**src/rtl/qdr_pkg.sv**
```systemverilog
`default_nettype none

package qdr_pkg;

    localparam int QDR_CHANNELS = 2;

    localparam logic [9:0] RATE_DIVISOR_RESET = 10'd90;
    localparam int MS_PER_SECOND = 1000;

    // |delta| * 1000 < 2^42, elapsed_ms * rate_divisor < 2^26
    localparam int DVD_W     = 42;
    localparam int DVS_W     = 26;
    localparam int DIV_STEPS = DVD_W;
    localparam int CNT_W     = $clog2(DIV_STEPS + 1);

    localparam logic [1:0] OP_SAMPLE = 2'd0;
    localparam logic [1:0] OP_CLEAR  = 2'd1;
    localparam logic [1:0] OP_POLL   = 2'd2;

    localparam logic REG_RATE_DIVISOR = 1'b0;

    localparam logic signed [2:0] STEP_TABLE [16] = '{
        3'sd0,  3'sd1, -3'sd1,  3'sd2, -3'sd1,  3'sd0, -3'sd2,  3'sd1,
        3'sd1, -3'sd2,  3'sd0, -3'sd1,  3'sd2, -3'sd1,  3'sd1,  3'sd0
    };

    typedef struct packed {
        logic [1:0]         pins;
        logic signed [31:0] pos;
        logic signed [31:0] last;
    } entry_t;

endpackage

`default_nettype wire

```
**src/rtl/qdr_ram.sv**
```systemverilog
`default_nettype none

module qdr_ram #(
    parameter int WIDTH = 8,
    parameter int DEPTH = 2
) (
    input  wire logic                                     aclk,
    input  wire logic                                     we,
    input  wire logic [(DEPTH > 1 ? $clog2(DEPTH) : 1)-1:0] waddr,
    input  wire logic [WIDTH-1:0]                         wdata,
    input  wire logic [(DEPTH > 1 ? $clog2(DEPTH) : 1)-1:0] raddr,
    output logic      [WIDTH-1:0]                         rdata
);

    logic [WIDTH-1:0] mem [DEPTH];

    always_ff @(posedge aclk) begin
        if (we) begin
            mem[waddr] <= wdata;
        end
        rdata <= mem[raddr];
    end

endmodule

`default_nettype wire

```
**src/rtl/quadrature_decoder_with_rate.sv**
```systemverilog
// Multi-channel 4x quadrature decoder with a rate estimate. Per-channel pins, position and
// last polled position live in one small RAM; a flip-flop valid bit per channel makes every
// channel read as zero right after reset, so there is no clearing pass. One item is handled
// at a time. A pin sample, a clear, an unused opcode and a poll with elapsed_ms of zero pass
// from accept to the result register through accept, read-modify-write and output load.
// A poll runs accept, read-modify-write, multiply by 1000, 42 steps of the
// restoring divider by elapsed_ms * rate_divisor, saturate, output load. The next beat is
// accepted as soon as the result is loaded, even while it still waits on m_tready.
`default_nettype none

module quadrature_decoder_with_rate
    import qdr_pkg::*;
#(
    parameter int CHANNELS = QDR_CHANNELS
) (
    input  wire logic        aclk,
    input  wire logic        aresetn,

    input  wire logic        s_tvalid,
    output logic             s_tready,
    input  wire logic [23:0] s_tdata,   // channel, pin_a, pin_b, elapsed_ms[15:0], zero pad
    input  wire logic [1:0]  s_tuser,   // operation

    output logic             m_tvalid,
    input  wire logic        m_tready,
    output logic      [71:0] m_tdata,   // out_channel, position[31:0], rate[31:0], zero pad
    output logic      [1:0]  m_tuser,   // rate_valid, divide_error

    input  wire logic        psel,
    input  wire logic        penable,
    input  wire logic        pwrite,
    input  wire logic [2:0]  paddr,
    input  wire logic [31:0] pwdata,
    output logic      [31:0] prdata,
    output logic             pready
);

    localparam int AW = CHANNELS > 1 ? $clog2(CHANNELS) : 1;

    localparam logic [2:0] ST_IDLE = 3'd0;
    localparam logic [2:0] ST_EXEC = 3'd1;
    localparam logic [2:0] ST_MUL  = 3'd2;
    localparam logic [2:0] ST_DIV  = 3'd3;
    localparam logic [2:0] ST_SAT  = 3'd4;
    localparam logic [2:0] ST_DONE = 3'd5;

    logic [2:0]          state_reg;
    logic [9:0]          rate_div_reg;
    logic [CHANNELS-1:0] vld_reg;

    logic [1:0]          op_reg;
    logic                ch_reg;
    logic [1:0]          pins_reg;
    logic [15:0]         elapsed_reg;
    logic                in_range_reg;
    logic                rd_vld_reg;

    logic signed [32:0]  delta_reg;
    logic [DVS_W-1:0]    dvs_reg;
    logic [DVD_W-1:0]    quo_reg;
    logic [DVS_W-1:0]    rem_reg;
    logic [CNT_W-1:0]    cnt_reg;

    logic signed [31:0]  res_pos_reg;
    logic signed [31:0]  res_rate_reg;
    logic                res_valid_reg;
    logic                res_derr_reg;

    logic                m_tvalid_reg;
    logic [71:0]         m_tdata_reg;
    logic [1:0]          m_tuser_reg;

    logic                s_beat;
    logic                in_range;
    logic [AW-1:0]       raddr;
    logic [$bits(entry_t)-1:0] rdata;
    entry_t              entry;
    entry_t              entry_next;
    logic                ram_we;
    logic signed [2:0]   step;
    logic signed [33:0]  sum;
    logic signed [31:0]  pos_sat;
    logic [9:0]          div_eff;
    logic [32:0]         mag;
    logic [DVS_W:0]      trial;
    logic                qbit;
    logic                out_free;

    assign s_tready = (state_reg == ST_IDLE);
    assign s_beat   = s_tvalid && s_tready;
    assign in_range = int'(s_tdata[0]) < CHANNELS;
    assign raddr    = AW'(s_tdata[0]);
    assign out_free = !m_tvalid_reg || m_tready;

    qdr_ram #(
        .WIDTH ($bits(entry_t)),
        .DEPTH (CHANNELS)
    ) u_ram (
        .aclk  (aclk),
        .we    (ram_we),
        .waddr (AW'(ch_reg)),
        .wdata (entry_next),
        .raddr (raddr),
        .rdata (rdata)
    );

    always_comb begin
        entry = rd_vld_reg ? entry_t'(rdata) : '0;
        step  = STEP_TABLE[{pins_reg, entry.pins}];
        sum   = {{2{entry.pos[31]}}, entry.pos} + {{31{step[2]}}, step};
        if (sum > 34'sd2147483647) begin
            pos_sat = 32'sh7fffffff;
        end else if (sum < -34'sd2147483648) begin
            pos_sat = 32'sh80000000;
        end else begin
            pos_sat = sum[31:0];
        end
        entry_next = entry;
        ram_we     = 1'b0;
        if (state_reg == ST_EXEC && in_range_reg) begin
            unique case (op_reg)
                OP_SAMPLE: begin
                    entry_next.pins = pins_reg;
                    entry_next.pos  = pos_sat;
                    ram_we          = 1'b1;
                end
                OP_CLEAR: begin
                    entry_next.pos = '0;
                    ram_we         = 1'b1;
                end
                OP_POLL: begin
                    entry_next.last = entry.pos;
                    ram_we          = 1'b1;
                end
                default: begin
                    ram_we = 1'b0;
                end
            endcase
        end
    end

    assign div_eff = (rate_div_reg == '0) ? 10'd1 : rate_div_reg;
    assign mag     = delta_reg[32] ? 33'(-delta_reg) : 33'(delta_reg);
    assign trial   = {rem_reg, quo_reg[DVD_W-1]};
    assign qbit    = trial >= {1'b0, dvs_reg};

    always_ff @(posedge aclk) begin
        if (!aresetn) begin
            state_reg    <= ST_IDLE;
            vld_reg      <= '0;
            m_tvalid_reg <= 1'b0;
        end else begin
            if (ram_we) begin
                vld_reg[AW'(ch_reg)] <= 1'b1;
            end
            if (state_reg == ST_DONE && out_free) begin
                m_tvalid_reg <= 1'b1;
            end else if (m_tvalid_reg && m_tready) begin
                m_tvalid_reg <= 1'b0;
            end
            unique case (state_reg)
                ST_IDLE: begin
                    if (s_beat) begin
                        state_reg <= ST_EXEC;
                    end
                end
                ST_EXEC: begin
                    if (in_range_reg && op_reg == OP_POLL && elapsed_reg != '0) begin
                        state_reg <= ST_MUL;
                    end else begin
                        state_reg <= ST_DONE;
                    end
                end
                ST_MUL: begin
                    state_reg <= ST_DIV;
                end
                ST_DIV: begin
                    if (cnt_reg == CNT_W'(1)) begin
                        state_reg <= ST_SAT;
                    end
                end
                ST_SAT: begin
                    state_reg <= ST_DONE;
                end
                ST_DONE: begin
                    if (out_free) begin
                        state_reg <= ST_IDLE;
                    end
                end
                default: begin
                    state_reg <= ST_IDLE;
                end
            endcase
        end
    end

    always_ff @(posedge aclk) begin
        if (s_beat) begin
            op_reg       <= s_tuser;
            ch_reg       <= s_tdata[0];
            pins_reg     <= {s_tdata[2], s_tdata[1]};
            elapsed_reg  <= s_tdata[18:3];
            in_range_reg <= in_range;
            rd_vld_reg   <= in_range ? vld_reg[raddr] : 1'b0;
        end
        case (state_reg)
            ST_EXEC: begin
                res_rate_reg  <= '0;
                res_valid_reg <= 1'b0;
                res_derr_reg  <= in_range_reg && op_reg == OP_POLL && elapsed_reg == '0;
                res_pos_reg   <= in_range_reg ? entry_next.pos : '0;
                delta_reg     <= {entry.pos[31], entry.pos} - {entry.last[31], entry.last};
                dvs_reg       <= DVS_W'(elapsed_reg) * DVS_W'(div_eff);
            end
            ST_MUL: begin
                quo_reg <= DVD_W'(mag) * DVD_W'(MS_PER_SECOND);
                rem_reg <= '0;
                cnt_reg <= CNT_W'(DIV_STEPS);
            end
            ST_DIV: begin
                rem_reg <= qbit ? DVS_W'(trial - {1'b0, dvs_reg}) : trial[DVS_W-1:0];
                quo_reg <= {quo_reg[DVD_W-2:0], qbit};
                cnt_reg <= cnt_reg - CNT_W'(1);
            end
            ST_SAT: begin
                res_valid_reg <= 1'b1;
                if (!delta_reg[32]) begin
                    res_rate_reg <= (quo_reg > DVD_W'(32'h7fffffff)) ? 32'sh7fffffff
                                                                     : quo_reg[31:0];
                end else begin
                    res_rate_reg <= (quo_reg > DVD_W'(32'h80000000)) ? 32'sh80000000
                                                                     : -quo_reg[31:0];
                end
            end
            ST_DONE: begin
                if (out_free) begin
                    m_tdata_reg <= {7'b0, res_rate_reg, res_pos_reg, ch_reg};
                    m_tuser_reg <= {res_derr_reg, res_valid_reg};
                end
            end
            default: begin
            end
        endcase
    end

    always_ff @(posedge aclk) begin
        if (!aresetn) begin
            rate_div_reg <= RATE_DIVISOR_RESET;
        end else if (psel && penable && pwrite && paddr[2] == REG_RATE_DIVISOR) begin
            rate_div_reg <= pwdata[9:0];
        end
    end

    assign prdata = (paddr[2] == REG_RATE_DIVISOR) ? {22'b0, rate_div_reg} : 32'b0;
    assign pready = 1'b1;

    assign m_tvalid = m_tvalid_reg;
    assign m_tdata  = m_tdata_reg;
    assign m_tuser  = m_tuser_reg;

    a_accept_exec: assert property (@(posedge aclk) disable iff (!aresetn)
        s_beat |=> state_reg == ST_EXEC)
        else $error("accepted beat did not enter execute");

    a_div_count: assert property (@(posedge aclk) disable iff (!aresetn)
        state_reg == ST_DIV |-> cnt_reg != '0)
        else $error("divider running with zero step count");

    a_flags_exclusive: assert property (@(posedge aclk) disable iff (!aresetn)
        m_tvalid |-> !(m_tuser[0] && m_tuser[1]))
        else $error("rate_valid and divide_error both set");

    a_rate_zero: assert property (@(posedge aclk) disable iff (!aresetn)
        (m_tvalid && !m_tuser[0]) |-> m_tdata[64:33] == 32'b0)
        else $error("nonzero rate without rate_valid");

    a_one_load: assert property (@(posedge aclk) disable iff (!aresetn)
        (state_reg == ST_DONE && out_free) |=> m_tvalid && state_reg == ST_IDLE)
        else $error("result load did not complete");

endmodule

`default_nettype wire

```
**config.mk**
```make
export PLATFORM = sky130hd
export DESIGN_NAME = quadrature_decoder_with_rate
export DESIGN_NICKNAME = d
export VERILOG_FILES = /design/src/rtl/qdr_pkg.sv /design/src/rtl/qdr_ram.sv /design/src/rtl/quadrature_decoder_with_rate.sv
export SDC_FILE = /design/constraint.sdc
export NUM_CORES = 2
export LEC_CHECK = 0
export BUFFER_PORTS_ARGS = -buffer_cell sky130_fd_sc_hd__buf_2
export CORE_UTILIZATION = 40
export CTS_CLUSTER_SIZE = 20
export DETAILED_ROUTE_END_ITERATION = 6
export PLACE_DENSITY = 0.64
export SLEW_MARGIN = 30
export SYNTH_ARGS = -nofsm -noshare
export SYNTH_HDL_FRONTEND = slang
export SYNTH_SLANG_ARGS = --single-unit
```
**constraint.sdc**
```tcl
create_clock -name aclk -period 12.7 [get_ports aclk]
set_input_delay 0.635 -clock aclk [delete_from_list [all_inputs] [get_ports aclk]]
set_output_delay 0.635 -clock aclk [all_outputs]
set_load 0.05 [all_outputs]
```
# Yosys cells after proc, flatten, opt, wreduce, memory -nomap -nowiden
# Memory sizes are Yosys's and may differ from the RTL's. A register that Yosys moved wholly into a read port is not among the register bits.
# Cells that the tools add are included.
# W data, S select, Z words.
totals:
  reg_bits: 304
  ram_bits: 132
  mem_bits_ro: 48
  input_bits: 68
  output_inout_bits: 109
  word_cells: 111
  memories: 2
classes:
  addsub: 6
  n_mul: 2
  magnitude_cmp: 9
  n_eq_ne: 11
  mux: 36
  bitwise: 3
  reduce_logical: 22
mem_list:
  columns: ["memory", "depth", "word_bits", "rd", "rd_ports_with_merged_regs", "wr", "line_no", "rtl"]
  rows:
  - ["u_ram.mem", 2, 66, 1, 1, 1, "qdr_ram.sv:15", "logic [WIDTH-1:0] mem [DEPTH];"]
  - ["(name not given)", 16, 3, 1, 0, 0, "quadrature_decoder_with_rate.sv:109", "step = STEP_TABLE[{pins_reg, entry.pins}];"]
ops:
  columns: ["cell", "n"]
  rows:
  - ["$mux W32", 6]
  - ["$mux W66", 2]
  - ["$pmux W32 S2", 2]
  - ["$pmux W42 S2", 1]
  - ["$pmux W26 S2", 1]
  - ["$gt A42 B31 Y1 const B", 1]
  - ["$gt A42 B32 Y1 const B", 1]
  - ["$mul A33 B7 Y39 const B", 1]
  - ["$add A32 B3 Y33", 1]
  - ["$gt A33 B32 Y1 const B", 1]
  - ["$lt A33 B32 Y1 const B", 1]
  - ["$mux W33", 1]
  - ["$neg A33 Y33", 1]
  - ["$sub A32 B32 Y33", 1]
  - ["$neg A32 Y32", 1]
  - ["$ge A27 B26 Y1", 1]
  - ["$mul A16 B10 Y26", 1]
  - ["$mux W26", 1]
  - ["$sub A26 B26 Y26", 1]
  - ["$mux W10", 2]
  - ["$mux W3", 6]
  - ["$pmux W3 S6", 1]
  - ["$logic_not A16 Y1", 1]
  - ["$reduce_bool A16 Y1", 1]
  - ["other kinds (30)", 52]

# Longest topological paths before layout
logic_depth:
  ltp_word: 11
  mapped_depth: 26
  mapped_depth_nobuf: 25

# Modules after synthesis
# Synthesis repeated with hierarchy kept, for this count alone.
unflattened:
  cells_unflattened: 3244
  area_unflattened_um2: 34659.5
by_module_without_submodules:
  columns: ["module", "n_inst", "cells_each", "area_per_inst_um2", "seq_area_each_um2"]
  rows:
  - ["quadrature_decoder_with_rate", 1, 2971, 28402.2, 8968.6]
  - ["qdr_ram", 1, 273, 6257.3, 5285.1]

# Least setup slack after synthesis
# OpenSTA, ideal clock, no wires.
synth_timing:
  path_type: "register -> register"
  start: "reg delta_reg[32]"
  end: "reg quo_reg[29], data pin"
  setup_ps: 135
  arrival_ps: 6497
  t_required_ps: 12565
  setup_slack_ps: 6068
  stages_incl_launch_ff: 23
  path_buffers: 5
  synth_period_minus_slack_ps: 6632
  cell_sequence: "edfxtp_1 clkbuf_1 clkbuf_1 clkbuf_1 buf_1 o31ai_1 xnor2_1 ha_1 xnor2_1 fa_1 fa_1 fa_1 inv_1 ha_1 buf_2 nand2_1 o41ai_2 a211oi_1 a21boi_1 a31oi_1 or3b_1 a2111o_1 nand3_1"
synth_via:
  elab_chain_cells: 3
synth_lines:
  columns: ["item", "line_no", "rtl"]
  rows:
  - ["start: declaration", "quadrature_decoder_with_rate.sv:58", "logic signed [32:0] delta_reg;"]
  - ["start signal: assignment", "quadrature_decoder_with_rate.sv:212", "delta_reg <= {entry.pos[31], entry.pos} - {entry.last[31], entry.last};"]
  - ["$mux W33", "quadrature_decoder_with_rate.sv:143", "assign mag = delta_reg[32] ? 33'(-delta_reg) : 33'(delta_reg);"]
  - ["$mul A33 B7 Y39", "quadrature_decoder_with_rate.sv:216", "quo_reg <= DVD_W'(mag) * DVD_W'(MS_PER_SECOND);"]
  - ["$pmux W42 S2", "quadrature_decoder_with_rate.sv:206", "case (state_reg)"]
  - ["end signal: assignment", "quadrature_decoder_with_rate.sv:216", null]
  - ["end signal: assignment", "quadrature_decoder_with_rate.sv:222", "quo_reg <= {quo_reg[DVD_W-2:0], qbit};"]
  - ["end: declaration", "quadrature_decoder_with_rate.sv:60", "logic [DVD_W-1:0] quo_reg;"]
# No other way between the ends.
# A chain may end at the register's enable or synchronous reset.

# Worst setup path after layout
layout_timing:
  start: "reg delta_reg[0]"
  end: "reg quo_reg[41], data pin"
layout_via:
  elab_chain_cells: 4
layout_lines:
  columns: ["item", "line_no"]
  rows:
  - ["$neg A33 Y33", "quadrature_decoder_with_rate.sv:143"]
  - ["$mux W33 (*)", "quadrature_decoder_with_rate.sv:143"]
  - ["$mul A33 B7 Y39 (*)", "quadrature_decoder_with_rate.sv:216"]
  - ["$pmux W42 S2 (*)", "quadrature_decoder_with_rate.sv:206"]
# Mark *: on every way between the ends. The rest lies on a longest branch, timed or not.

==> results.tsv <==
metric	value	unit
status	finished clean	
crit path DAT	7880	ps
commonest non-fill, non-tap cell in the layout	edfxtp_1	
number of global-route vias before repair	23200	
# Max-Cap Violations	0	
post_cts resized	0	
post-route clock skew	57.3	ps
Tightest Hold Check Type	in -> reg	
synth warn	0	
fin area	38400	sq um
cell area after synthesis	34800	sq um
Hold Buf Count CTS	0	
Post-Syn Instances	3277	
CP Launch Type	register	
boundary pin count	177	
Crit. Startpoint	delta_reg[0]	
CTS tree	built	
die width	297	microns
register area share after synthesis	0.410	
RR Startpoint	delta_reg[0]	
max FFs per register	132	
wire per inst	15.7	microns
worst-path maximum fanout	7	
Cell Chain, Critical Path	inv_1 > ha_1 > nand3_2 > or3_1 > nor3_2 > nand2b_1 > xor2_1 > inv_1 > ha_1 > inv_1 > fa_1 > fa_1 > fa_1 > inv_1 > ha_1 > and4_1 > a221o_1 > or4_1 > o21ai_1 > o41ai_1 > mux2i_1 > a311oi_1	
Rel. slew slack	0.356	
Synth Register Bits	502	
Iteration-0 DRC Markers	1584	
post-placement cell area	36400	sq um
DRC	0	
max-slew violation count	0	
cell family with most CP delay	adder cells	
IO buf count	117	
H-tree Lvls	2	
total core area	85700	sq um
area of the multi-input gates	18700	sq um
mux contribution to synthesized area	0.0258	
Worst-path clk slew	60	ps
Worst path most repeated cell	inv_1	
CTS Root Cell	clkbuf_16	
layout cells sized above 1	0.112	
All-Layer GR Usage	0.162	
Peak Freq	0.134	GHz
grt total ovfl	0	
critical path type	reg -> reg	
initial antenna violation count	2	
most frequent cells in the layout	edfxtp_1 (420), inv_1 (344), nand2_1 (323), ha_1 (225), fa_1 (214)	
Vias/cell	5.15	
Fillers	8112	
endpoints failing hold	0	
simple-gate share of the synthesized area	0.124	
Hold Crit Start	s_tdata[13]	
Area Overhead vs Synth	10.4	%
slowest stage delay, CP	620	ps
CTS max path bufs	3	
# clock sinks	502	
Synth Area in Adders	0.208	
First-pass DRT Iterations	5	
Reg area	14300	sq um
Post-synth EDFFs	420	
Post-DP HPWL	52000	microns
largest net degree at the start of global routing	73	
CTS Buf Count	55	
Final #Nets	3851	
Netlist cell types	92	
first-pass GRT wire length	119000	microns
WP buf/inv	4	
Placed Cells incl. Taps	4430	
largest family of logic cells by synthesized area	adder cells	
row count	107	
Worst Tran Pin Value	966	ps
compound-gate portion of the synthesized area	0.123	
Starting Density	0.406	
final non-filler cell total	4535	
fraction of registers with async set/reset	0	
setup violators final	0	
min Tclk post-route	7470	ps
setup bufs post-CTS	0	
die height	297	microns
Crit-path slowest cell	xor2_1	
Worst-Skew Late Latency	640	ps
routability congestion estimate	0.853	
unrepaired setup endpoints after global routing	false	
die area	88100	sq um
Synth Flop Type	edfxtp_1	
routed wire length	71100	microns
Mapped Avg Cell Area	10.6	sq um
Synth Area in XOR/XNOR	0.0512	
setup TNS	0	ps
remaining antenna violation count	0	
DR vias	23400	
period utilisation layout	0.588	
Critical Path RT	13110	ps
CP Capture Type	register	
path summary, 6_finish.rpt:
path / end / slack, ps / cells after the start
setup / recovery: quo_reg[41] / 5230 / 22
setup reg to reg: quo_reg[41] / 5230 / 22
hold / removal: elapsed_reg[10] / 180 / 1
hold reg to reg: m_tdata[42] / 420 / 0
worst reg2reg max path, stage by stage (launching register included):
cell	delay, ps
edfxtp_1	550
inv_1	200
ha_1	260
nand3_2	130
or3_1	540
nor3_2	270
nand2b_1	160
xor2_1	620
inv_1	170
ha_1	320
inv_1	50
fa_1	560
fa_1	450
fa_1	510
inv_1	40
ha_1	360
and4_1	280
a221o_1	350
or4_1	400
o21ai_1	430
o41ai_1	170
mux2i_1	140
a311oi_1	320
cells by family after synthesis:
group           Yosys count
compound gates          650
other cells               2
flops                   502
buf+inv                 503
simple gates            895
fa+ha+maj               452
xor+xnor                192
mux                      81
per-stage QoR:
step | utilization | worst slack (ps) | hold WS, ps
after floorplan | - | 6070 | 400
after global placement | 0.424 | 5300 | 405
after detailed placement | 0.425 | 5240 | 405
after CTS | 0.448 | 5200 | 142
after global routing | 0.448 | 4800 | 147
final | 0.448 | 5230 | 179
cell usage after synthesis (12+ instances only):
cell type	instances	area, sq um
mux2_2	68	766
or3_1	21	131
nor3_1	44	220
o31ai_1	16	120
mux2i_1	13	130
o21a_1	29	218
a31oi_1	26	163
nand4_1	22	138
a21o_1	62	465
dfxtp_1	82	1640
and3_1	18	113
buf_4	30	225
ha_1	225	2820
edfxtp_1	420	12600
nor2_1	169	634
xnor2_1	120	1050
nand2_1	326	1220
nand3_1	75	375
maj3_1	13	130
buf_1	14	52.6
a21oi_1	172	861
clkbuf_1	102	383
nor4_1	12	75.1
o21ai_0	153	766
nor2b_1	34	213
nand2b_1	28	175
or2_2	20	125
o221ai_1	35	307
and2_1	82	513
o21bai_1	18	135
fa_1	214	4280
a211oi_1	22	165
xor2_1	62	543
inv_1	345	1290
a21boi_0	13	97.6
final cells by class:
cell class | count | area share
multi-input combinational | 2300 | 0.486
sequential | 502 | 0.371
tap | 1144 | 0.0373
clock buffer | 59 | 0.0368
inverter | 345 | 0.0338
timing repair buffer | 140 | 0.0207
clock inverter | 43 | 0.0141
antenna | 2 | 0.000130
routing by layer:
metal  vias to the layer above  part of all wire  GRT usage  routed length, microns
met3                        76             0.046     0.0220                    3250
met4                         0             0.018     0.0378                    1320
li1                      11500                 -          -                       -
met1                     11300              0.49      0.235                   34900
met5                         -                 0          0                       0
met2                       481              0.44      0.257                   31600
Power is left out: the tool's default activity adds up to more than one toggle a clock period on the data nets, which glitch-free logic cannot reach.
